**src/rtl/ase_pkg.sv**
```systemverilog
// ----------------------------------------------------------------------------
// ase_pkg
// Shared types and constants for the ascending sort engine.
// ----------------------------------------------------------------------------
`default_nettype none

package ase_pkg;

  // Width of one stored element.
  localparam int unsigned DATA_W = 32;

  // Phases of the sequencer.
  typedef enum logic [1:0] {
    ST_LOAD = 2'd0,
    ST_SORT = 2'd1,
    ST_EMIT = 2'd2
  } ase_state_t;

  // Per-cycle command broadcast from the sequencer to every cell.
  typedef struct packed {
    logic sort_en;  // compare-exchange step this cycle
    logic odd;      // active pairs start at odd positions
    logic shift;    // move the chain one cell toward the head
  } ase_ctrl_t;

endpackage : ase_pkg

`default_nettype wire

```
**src/rtl/ase_if.sv**
```systemverilog
// ----------------------------------------------------------------------------
// ase_if
// Valid/ready channel interfaces for the input and result streams.
// ----------------------------------------------------------------------------
`default_nettype none

// Input channel: one element per transfer, with an end-of-set flag.
interface ase_in_if
  import ase_pkg::*;
();
  logic              valid;
  logic              ready;
  logic signed [DATA_W-1:0] value;
  logic              last_item;

  modport source (output valid, output value, output last_item, input ready);
  modport sink   (input valid, input value, input last_item, output ready);
endinterface : ase_in_if

// Result channel: one sorted element per transfer, with an end-of-set flag.
interface ase_out_if
  import ase_pkg::*;
();
  logic              valid;
  logic              ready;
  logic signed [DATA_W-1:0] sorted_value;
  logic              last_result;

  modport source (output valid, output sorted_value, output last_result, input ready);
  modport sink   (input valid, input sorted_value, input last_result, output ready);
endinterface : ase_out_if

`default_nettype wire

```
**src/rtl/ase_cell.sv**
```systemverilog
// ----------------------------------------------------------------------------
// ase_cell
// One position of the sorting chain: holds a value and its valid bit,
// loads from the input, exchanges with its right neighbor and shifts left.
// ----------------------------------------------------------------------------
`default_nettype none

module ase_cell
  import ase_pkg::*;
#(
  parameter bit IS_ODD    = 1'b0,
  parameter bit HAS_RIGHT = 1'b1
) (
  input  wire logic                     clk,
  input  wire logic                     rst_n,
  input  wire ase_ctrl_t                ctrl,
  input  wire logic                     load_en,
  input  wire logic signed [DATA_W-1:0] load_val,
  input  wire logic signed [DATA_W-1:0] left_val,
  input  wire logic                     left_swap,
  input  wire logic signed [DATA_W-1:0] right_val,
  input  wire logic                     right_valid,
  output      logic signed [DATA_W-1:0] val_r,
  output      logic                     valid_r,
  output      logic                     swap_right
);

  logic signed [DATA_W-1:0] val_nxt;
  logic                     valid_nxt;

  // This cell is the left member of an active pair and holds the larger value.
  assign swap_right = HAS_RIGHT && ctrl.sort_en && (ctrl.odd == IS_ODD) &&
                      valid_r && right_valid && (val_r > right_val);

  // Next value: load, shift toward the head, or take part in an exchange.
  always_comb begin
    val_nxt   = val_r;
    valid_nxt = valid_r;
    if (load_en) begin
      val_nxt   = load_val;
      valid_nxt = 1'b1;
    end else if (ctrl.shift) begin
      val_nxt   = right_val;
      valid_nxt = right_valid;
    end else if (swap_right) begin
      val_nxt = right_val;
    end else if (left_swap) begin
      val_nxt = left_val;
    end
  end

  // The valid bit is control state; the value needs no reset.
  always_ff @(posedge clk) begin
    if (!rst_n) begin
      valid_r <= 1'b0;
    end else begin
      valid_r <= valid_nxt;
    end
  end

  always_ff @(posedge clk) begin
    val_r <= val_nxt;
  end

endmodule : ase_cell

`default_nettype wire

```
**src/rtl/ase_seq.sv**
```systemverilog
// ----------------------------------------------------------------------------
// ase_seq
// Sequencer: counts loaded elements, runs the transposition phases and
// drives the chain shift while results drain.
// ----------------------------------------------------------------------------
`default_nettype none

module ase_seq
  import ase_pkg::*;
#(
  parameter int unsigned CAPACITY = 16,
  localparam int unsigned IDX_W   = $clog2(CAPACITY)
) (
  input  wire logic             clk,
  input  wire logic             rst_n,
  input  wire logic             in_xfer,
  input  wire logic             in_last,
  input  wire logic             out_xfer,
  input  wire logic             out_last,
  output      logic             in_ready,
  output      logic             emitting,
  output      logic [IDX_W-1:0] count_r,
  output      ase_ctrl_t        ctrl
);

  ase_state_t       state_r, state_nxt;
  logic [IDX_W-1:0] count_nxt;
  logic [IDX_W-1:0] phase_r, phase_nxt;

  // State, element count and phase counter.
  always_ff @(posedge clk) begin
    if (!rst_n) begin
      state_r <= ST_LOAD;
      count_r <= '0;
      phase_r <= '0;
    end else begin
      state_r <= state_nxt;
      count_r <= count_nxt;
      phase_r <= phase_nxt;
    end
  end

  // Next state and per-cycle commands.
  always_comb begin
    state_nxt    = state_r;
    count_nxt    = count_r;
    phase_nxt    = phase_r;
    in_ready     = 1'b0;
    emitting     = 1'b0;
    ctrl.sort_en = 1'b0;
    ctrl.odd     = phase_r[0];
    ctrl.shift   = 1'b0;
    unique case (state_r)
      ST_LOAD: begin
        in_ready = 1'b1;
        if (in_xfer) begin
          count_nxt = count_r + 1'b1;
          // A flagged item or the one that fills the chain ends the set.
          if (in_last || (count_r == IDX_W'(CAPACITY - 1))) begin
            state_nxt = ST_SORT;
            count_nxt = '0;
            phase_nxt = '0;
          end
        end
      end
      ST_SORT: begin
        ctrl.sort_en = 1'b1;
        phase_nxt    = phase_r + 1'b1;
        if (phase_r == IDX_W'(CAPACITY - 1)) begin
          state_nxt = ST_EMIT;
        end
      end
      ST_EMIT: begin
        emitting   = 1'b1;
        ctrl.shift = out_xfer;
        if (out_xfer && out_last) begin
          state_nxt = ST_LOAD;
        end
      end
      default: begin
        state_nxt = ST_LOAD;
      end
    endcase
  end

endmodule : ase_seq

`default_nettype wire

```
**src/rtl/ascending_sort_engine_core.sv**
```systemverilog
// ----------------------------------------------------------------------------
// ascending_sort_engine_core
// Collects a set of signed 32-bit values, sorts them ascending (stable) on a
// chain of compare-exchange cells, and streams them out in order.
// ----------------------------------------------------------------------------
// Usage:
//   in_if  (sink): one value per transfer; last_item closes the set. The
//     transfer that fills all CAPACITY cells closes the set as well.
//   out_if (source): one sorted_value per transfer, ascending; last_result
//     marks the final value of the set. Equal values keep arrival order.
// Sequence:
//   A set is loaded, then sorted by odd-even transposition in which every
//   active cell pair works in parallel, then drained as the receiver takes
//   results. The sort pass runs over the whole chain depth, so it does not
//   shorten for small sets.
// Flow:
//   in_if.ready is high only while a set is loading. Results come straight
//   from the head cell's register; a stalled receiver simply holds the chain.
//   After the last result is taken, the next set may load at once.
// Reset:
//   Synchronous, active low. All cells become empty and loading resumes.
// ----------------------------------------------------------------------------
`default_nettype none

module ascending_sort_engine_core
  import ase_pkg::*;
#(
  parameter int unsigned CAPACITY = 16
) (
  input  wire logic  clk,
  input  wire logic  rst_n,
  ase_in_if.sink     in_if,
  ase_out_if.source  out_if
);

  localparam int unsigned IDX_W = $clog2(CAPACITY);

  ase_ctrl_t                ctrl;
  logic [IDX_W-1:0]         count_r;
  logic                     emitting;
  logic                     in_xfer;
  logic                     out_xfer;
  logic signed [DATA_W-1:0] cell_val [CAPACITY];
  logic [CAPACITY-1:0]      cell_valid;
  logic [CAPACITY-1:0]      cell_swap;

  // Handshakes.
  assign in_xfer  = in_if.valid && in_if.ready;
  assign out_xfer = out_if.valid && out_if.ready;

  // Result comes from the head of the chain.
  assign out_if.valid        = emitting && cell_valid[0];
  assign out_if.sorted_value = cell_val[0];
  assign out_if.last_result  = !cell_valid[1];

  ase_seq #(
    .CAPACITY (CAPACITY)
  ) u_seq (
    .clk      (clk),
    .rst_n    (rst_n),
    .in_xfer  (in_xfer),
    .in_last  (in_if.last_item),
    .out_xfer (out_xfer),
    .out_last (out_if.last_result),
    .in_ready (in_if.ready),
    .emitting (emitting),
    .count_r  (count_r),
    .ctrl     (ctrl)
  );

  // The chain of cells; each but the tail exchanges with its right neighbor.
  for (genvar i = 0; i < CAPACITY; i++) begin : g_cell
    logic                     load_en;
    logic signed [DATA_W-1:0] left_val;
    logic                     left_swap;
    logic signed [DATA_W-1:0] right_val;
    logic                     right_valid;

    assign load_en = in_xfer && (count_r == IDX_W'(i));

    if (i == 0) begin : g_head
      assign left_val  = '0;
      assign left_swap = 1'b0;
    end else begin : g_body
      assign left_val  = cell_val[i-1];
      assign left_swap = cell_swap[i-1];
    end

    if (i == CAPACITY - 1) begin : g_tail
      assign right_val   = '0;
      assign right_valid = 1'b0;
    end else begin : g_inner
      assign right_val   = cell_val[i+1];
      assign right_valid = cell_valid[i+1];
    end

    ase_cell #(
      .IS_ODD    (1'(i % 2)),
      .HAS_RIGHT (i != CAPACITY - 1)
    ) u_cell (
      .clk         (clk),
      .rst_n       (rst_n),
      .ctrl        (ctrl),
      .load_en     (load_en),
      .load_val    (in_if.value),
      .left_val    (left_val),
      .left_swap   (left_swap),
      .right_val   (right_val),
      .right_valid (right_valid),
      .val_r       (cell_val[i]),
      .valid_r     (cell_valid[i]),
      .swap_right  (cell_swap[i])
    );
  end

`ifndef SYNTHESIS
  // Loading and draining never overlap.
  a_no_overlap: assert property (@(posedge clk) disable iff (!rst_n)
    !(in_if.ready && out_if.valid))
    else $error("input accepted while results are pending");

  // Occupied cells always form an unbroken run from the head.
  a_prefix: assert property (@(posedge clk) disable iff (!rst_n)
    ((cell_valid >> 1) & ~cell_valid) == '0)
    else $error("gap in occupied cells");

  // A closing input transfer stops further loading.
  a_close: assert property (@(posedge clk) disable iff (!rst_n)
    (in_xfer && in_if.last_item) |=> !in_if.ready)
    else $error("loading continued after end of set");

  // After the final result the chain is empty and loading resumes.
  a_drain: assert property (@(posedge clk) disable iff (!rst_n)
    (out_xfer && out_if.last_result) |=> (in_if.ready && (cell_valid == '0)))
    else $error("chain not empty after last result");
`endif

endmodule : ascending_sort_engine_core

`default_nettype wire

```
**src/flat_wrapper.sv**
```systemverilog
// flat-port wrapper written by rule: the top's interface ports become plain ports
module ascending_sort_engine_core_flat import ase_pkg::*;
#(
  parameter int unsigned CAPACITY = 16
)
  (clk, rst_n, in_if_valid, in_if_value, in_if_last_item, in_if_ready, out_if_valid, out_if_sorted_value, out_if_last_result, out_if_ready);
  ase_in_if in_if_i ();
  ase_out_if out_if_i ();
  input  wire logic clk;
  input  wire logic rst_n;
  input wire logic [$bits(in_if_i.valid)-1:0] in_if_valid;
  input wire logic [$bits(in_if_i.value)-1:0] in_if_value;
  input wire logic [$bits(in_if_i.last_item)-1:0] in_if_last_item;
  output wire logic [$bits(in_if_i.ready)-1:0] in_if_ready;
  output wire logic [$bits(out_if_i.valid)-1:0] out_if_valid;
  output wire logic [$bits(out_if_i.sorted_value)-1:0] out_if_sorted_value;
  output wire logic [$bits(out_if_i.last_result)-1:0] out_if_last_result;
  input wire logic [$bits(out_if_i.ready)-1:0] out_if_ready;
  assign in_if_i.valid = in_if_valid;
  assign in_if_i.value = in_if_value;
  assign in_if_i.last_item = in_if_last_item;
  assign in_if_ready = in_if_i.ready;
  assign out_if_valid = out_if_i.valid;
  assign out_if_sorted_value = out_if_i.sorted_value;
  assign out_if_last_result = out_if_i.last_result;
  assign out_if_i.ready = out_if_ready;
  ascending_sort_engine_core #(.CAPACITY(CAPACITY)) u_core (.clk(clk), .rst_n(rst_n), .in_if(in_if_i), .out_if(out_if_i));
endmodule
```
**config.mk**
```make
export PLATFORM = sky130hd
export DESIGN_NAME = ascending_sort_engine_core_flat
export DESIGN_NICKNAME = d
export VERILOG_FILES = /design/src/rtl/ase_pkg.sv /design/src/rtl/ase_if.sv /design/src/rtl/ase_cell.sv /design/src/rtl/ase_seq.sv /design/src/rtl/ascending_sort_engine_core.sv /design/src/flat_wrapper.sv
export SDC_FILE = /design/constraint.sdc
export NUM_CORES = 2
export LEC_CHECK = 0
export BUFFER_PORTS_ARGS = -buffer_cell sky130_fd_sc_hd__buf_2
export CELL_PAD_IN_SITES_DETAIL_PLACEMENT = 0
export CELL_PAD_IN_SITES_GLOBAL_PLACEMENT = 1
export CORE_MARGIN = 2
export CORE_UTILIZATION = 30
export DETAILED_ROUTE_END_ITERATION = 7
export HOLD_SLACK_MARGIN = 0.12
export PLACE_DENSITY_LB_ADDON = 0.1
export SLEW_MARGIN = 30
export SYNTH_ARGS = -nofsm -noshare
export SYNTH_HDL_FRONTEND = slang
export SYNTH_SLANG_ARGS = --single-unit
```
**constraint.sdc**
```tcl
create_clock -name clk -period 6.3 [get_ports clk]
set_clock_uncertainty 0.1 [all_clocks]
set_input_delay 0.315 -clock clk [delete_from_list [all_inputs] [get_ports clk]]
set_output_delay 0.315 -clock clk [all_outputs]
set_load 0.05 [all_outputs]
```
==> Word-level counts from Yosys, hierarchy flattened <==
Cells that the tools add are included.
{ "totals": {"register_bits": 538, "inputBits": 37, "out_inout_bits": 35, "wordCells": 289} }
{ "classes": {"add_sub_neg": 2, "n_lt_le_gt_ge": 15, "n_eq_ne": 22, "muxes": 107, "n_bitwise": 1, "reduce_logical": 107} }
{ "ops": {"columns": ["op", "n"], "rows": [
  ["$mux 32", 62],
  ["$gt 32x32->1", 15],
  ["$logic_and 1x1->1", 67],
  ["$reduce_bool 4->1", 14],
  ["$eq 4x4->1 const B", 9],
  ["$mux 1", 36],
  ["$reduce_bool 2->1", 17],
  ["$eq 4x3->1 const B", 4],
  ["$mux 4", 3],
  ["$add 4x1->4 const B", 2],
  ["$eq 4x2->1 const B", 2],
  ["$mux 2", 4],
  ["$pmux 4 s2", 1],
  ["$ne 2x2->1 const B", 3],
  ["$pmux 2 s3", 1],
  ["$reduce_bool 3->1", 2],
  ["$eq 4x1->1 const B", 1],
  ["$logic_not 4->1", 1],
  ["$reduce_and 4->1", 1],
  ["$reduce_and 3->1", 1],
  ["$eq 2x1->1 const B", 1],
  ["$eq 2x2->1 const B", 1],
  ["$logic_not 2->1", 1],
  ["$ne 2x1->1 const B", 1],
  ["other kinds (4)", 4]
]} }

==> Longest topological paths before layout <==
{ "depth": {"ltp_word": 10, "ltp_mapped": 12, "mapped_depth_nobuf": 10} }

==> By module <==
Synthesis repeated with hierarchy kept, for this count alone.
{ "hier_totals": {"hier_cells": 4849, "area_unflattened_um2": 43170.2} }
{ "by_module_without_submodules": {"columns": ["module", "n_inst", "cells_each", "area_each_um2"], "rows": [
  ["ase_cell (u_core.g_cell[0].u_cell ...)", 8, 307, 2715.1],
  ["ase_cell (u_core.g_cell[11].u_cell ...)", 6, 307, 2712.6],
  ["ase_cell (u_core.g_cell[9].u_cell)", 1, 311, 2776.4],
  ["ase_cell (u_core.g_cell[15].u_cell)", 1, 145, 1710.4],
  ["ase_seq", 1, 67, 544.3],
  ["ascending_sort_engine_core", 1, 28, 142.6]
]} }

==> Worst setup path after synthesis <==
No wires, ideal clock.
{ "synth_timing": {"path_kind": "flip-flop to flip-flop", "startpoint": "reg u_core.g_cell[4].u_cell.val_r[30]", "endpoint": "reg u_core.g_cell[3].u_cell.val_r[0], enable pin", "setup_time_ps": 466, "t_arrival_ps": 4197, "required_ps": 5734, "slack_ps": 1537, "stages_incl_launch_ff": 10, "n_path_buf": 0, "synth_period_minus_slack_ps": 4763, "cell_sequence": "edfxtp_1 inv_1 ha_1 a21oi_1 nand2_1 a21o_1 a2111oi_0 a31oi_1 or2_2 o21ai_0"} }
{ "synth_via": {"elab_chain_len": 3} }
{ "synth_lines": {"columns": ["item", "line_no", "text"], "rows": [
  ["start: declaration", "ase_cell.sv:23", "output logic signed [DATA_W-1:0] val_r,"],
  ["start signal: assignment", "ase_cell.sv:62", "val_r <= val_nxt;"],
  ["$gt 32x32->1", "ase_cell.sv:33", "valid_r && right_valid && (val_r > right_val);"],
  ["$logic_and 1x1->1", "ase_cell.sv:33", null],
  ["$reduce_bool 4->1 (no source line)", null, null],
  ["end signal: assignment", "ase_cell.sv:62", null],
  ["end: declaration", "ase_cell.sv:23", null]
]} }
No other way between the ends.
A chain may end at the register's enable or synchronous reset.

==> Worst setup path after layout <==
{ "layout_timing": {"startpoint": "reg u_core.g_cell[2].u_cell.val_r[31]", "endpoint": "reg u_core.g_cell[1].u_cell.val_r[24], enable pin"} }
{ "layout_via": {"elab_chain_len": 3} }
{ "layout_lines": {"columns": ["item", "line_no"], "rows": [
  ["start: declaration", "ase_cell.sv:23"],
  ["start signal: assignment", "ase_cell.sv:62"],
  ["$gt 32x32->1", "ase_cell.sv:33"],
  ["$logic_and 1x1->1", "ase_cell.sv:33"],
  ["$reduce_bool 4->1 (no source line)", null],
  ["end signal: assignment", "ase_cell.sv:62"],
  ["end: declaration", "ase_cell.sv:23"]
]} }
No other way between the ends.

==> key figures <==
Synthesis
  – Yosys cell types: 48
  – Mapped Cells: 4105
  – Net Count, Synth: approximately 4600
  – Sequential fraction of the synthesis area: 0.403
  – Mapped cell area: 39400 um2
  – FF+latch count, synth: 538
  – Syn Area/Cell: 9.60 um2
  – Top FF cell, synth: edfxtp_1
  – Share of flip-flops with an asynchronous set or reset: 0
  – Post-synth EDFFs: roughly 510
  – Synthesis Warnings: 0

Floorplan
  – I/O Pins: just over 70
  – Initial cell density of the core: 0.303
  – Row cnt: 132
  – Core footprint: 130000 um2
  – Chip Height: 366 um
  – Die area: 134000 um2
  – Die Width: between 300 and 400 um

Clock network
  – Max H-tree Level: 3
  – Register clock-pin slew on the reported worst setup and hold paths: 0.06 ns
  – Clk sinks: 538
  – CTS max path bufs: 3
  – Clk_lat worst skew: 0.66 ns
  – CTS tree: built
  – Clock Tree Root: clkbuf_16
  – Post-CTS sizing: 0
  – CTS Buf Count: 72

Timing
  – RSZ-0062 raised after global routing: false
  – Setup Viol. Count Final: 0
  – WHS: about 0.17 ns
  – Worst Max-Slew Pin Slew: 0.916 ns
  – Fmax: 253 MHz
  – Max-slew violations: 0
  – Final period utilization: 0.628
  – Final WS setup: 2.34 ns
  – Min Tclk post-route: 3.96 ns
  – Slew headroom: 0.389
  – Final hold vios: 0
  – TNS Setup: 0 ns

Cells and area
  – Final core occ: 0.336
  – Cell Count, Final, Fillers Out: 5887
  – Layout area overhead: 10.8%
  – Number of diodes: 0
  – Final net count: around 4600
  – Layout cells sized above 1: 0.0729

Worst setup path
  – Crit-path most repeated cell: buf_4
  – Critical path capture point type: register
  – CP max FO: 32
  – Largest stage delay, worst path: 0.48 ns
  – Arr. time, crit path: 4.16 ns
  – CP Class: reg2reg
  – Worst path bufs/invs: 3
  – Worst-path cell chain: inv_1 -> ha_1 -> a21oi_1 -> o21ai_0 -> a2111oi_0 -> o211ai_1 -> and3b_1 -> o31ai_4 -> buf_4 -> nor2_1 -> nand2_1 -> buf_4
  – WP data required: 6.50 ns
  – Slowest CP cell: a2111oi_0
  – Critical path's top delay family: compound AO/OA/AOI/OAI gates
  – Crit start category: register

Drt
  – Pre-Repair DR Iteration Count: 5
  – Number of routed nets with antenna violations: 0
  – Vias: 29200
  – Drt drc: 0
  – Routed len/inst: 20.0 um
  – Initial DRC Count: between 1500 and 2000
  – Via density: between 4 and 5
  – Drt total wl: about 120 mm

Power and ir drop
  – Pleak: 0.0171 uW
  – VDD IR max: 0.173 mV
  – Power density cells: a little under 200 nW/um2

Place
  – Detailed Place HPWL: 92.5 mm
  – I/O Buffers: 71
  – Inst Count DP: 5744
  – Pre-CTS setup slack: 2.25 ns
  – Routability Congestion: 0.787

GRT
  – Gr usage total: 0.175
  – Vias in the first global route: about 30000
  – Total global routing overflow: 0
  – First-pass GRT wire length: around 180 mm
  – Largest net degree at the start of global routing: 67
  – Initial antenna violation count: 0

Flow run
  – Max cap viols: 0

Status
  – Status: complete, no violations

Worst hold path
  – Hold Path Class: in2reg
## tightest hold or removal path, cell delays in order
cell,delay (ns)
buf_2,0.25
nand2_1,0.10
o21ai_0,0.07
## metrics by stage
stage | power, uW | area [um2]
CTS | 8620 | 43700
finish | 8460 | 43700
floorplan | 4310 | 39400
global placement | 4490 | 41300
detailed placement | 4490 | 41300
global route | 8770 | 43700
## what timing repair did
| item | in CTS | in global routing |
|---|---|---|
| endpoints found under the setup margin | 0 | 0 |
| setup buffers | 0 | 0 |
| hold endpoints to repair | 29 | 0 |
| hold buffers | 11 | 0 |
## synth_stat cells, drive strengths merged, types with 3 or more instances
library cell    n  area [um2]
edfxtp        512       15400
dfxtp          26         521
a211oi         15         113
nand4          96         601
or2            14        87.6
inv           487        1830
clkbuf        153         574
o31ai          37         407
mux2i         329        3290
and3           10        62.6
or4             3        22.5
o21a            8        60.1
a221o          13         130
xor2            3        26.3
xnor2           3        26.3
o211ai         14         105
nor3           15        75.1
ha            485        6070
buf            58         509
o311ai        129        1130
a21boi         26         195
and4           52         455
a21oi         502        2510
and2            3        18.8
nor2b          21         131
nor2          355        1330
nor4           29         238
a2111oi        14         180
nand2         411        1550
mux2           37         417
o21ai          78         390
nand3         103         515
a31oi          13        81.3
a21o           46         345
## cell usage in the layout, fill, tap and decap left out, drive strengths merged, types with 108 or more instances in the layout
cell type,count
edfxtp,512
a21oi,502
inv,489
ha,485
nand2,411
nor2,355
mux2i,329
o311ai,129
clkbuf,111
buf,108
## cell type report
type / instances / area (um2)
clock buffers: 111 / 2100
clock inverters: 21 / 124
fillers: 13400 / 86300
inverters: 487 / 1830
multi-input cells: 2869 / 20800
flip-flops and latches: 538 / 15900
well taps: 1742 / 2180
repair buffers: 119 / 763
## registers in the layout (all words and copies together), names as in the netlist
register                      count
u_core.g_cell.u_cell.val_r      512
u_core.g_cell.u_cell.valid_r     16
u_core.u_seq.count_r              4
u_core.u_seq.phase_r              4
u_core.u_seq.state_r              2
## kinds of logic after synthesis
kind of cell	after synthesis	share of synthesized area
AND/OR/NAND/NOR	1115	0.130
AO/OA/AOI/OAI	897	0.144
buffers and inverters	698	0.0739
flip-flops	538	0.403
adder cells (fa/ha/maj)	485	0.154
multiplexers	366	0.0941
XOR/XNOR	6	0.00133
## per-layer routing
layer  global-route usage  up-vias  wire length [um]
met5                    0        -                 0
met4               0.0336        0              1990
met3               0.0231      108              3580
met2                0.281      406             52300
met1                0.252    13700             60100
li1                     -    14900                 -
## worst paths after layout
check,startpoint,endpoint,slack [ns],cells past startpoint
setup / recovery,u_core.g_cell[2].u_cell.val_r[31],u_core.g_cell[1].u_cell.val_r[24],2.34,12
setup reg to reg,u_core.g_cell[2].u_cell.val_r[31],u_core.g_cell[1].u_cell.val_r[24],2.34,12
hold reg to reg,u_core.g_cell[0].u_cell.valid_r,u_core.g_cell[0].u_cell.valid_r,0.41,2
hold / removal,in_if_value[27],u_core.g_cell[15].u_cell.val_r[27],0.17,3
## report_power, final
group	internal, uW	switching [uW]
clock network	2330	1700
logic	130	323
registers	3930	40.0
total	6390	2060
(Power assumes the default switching activity.)
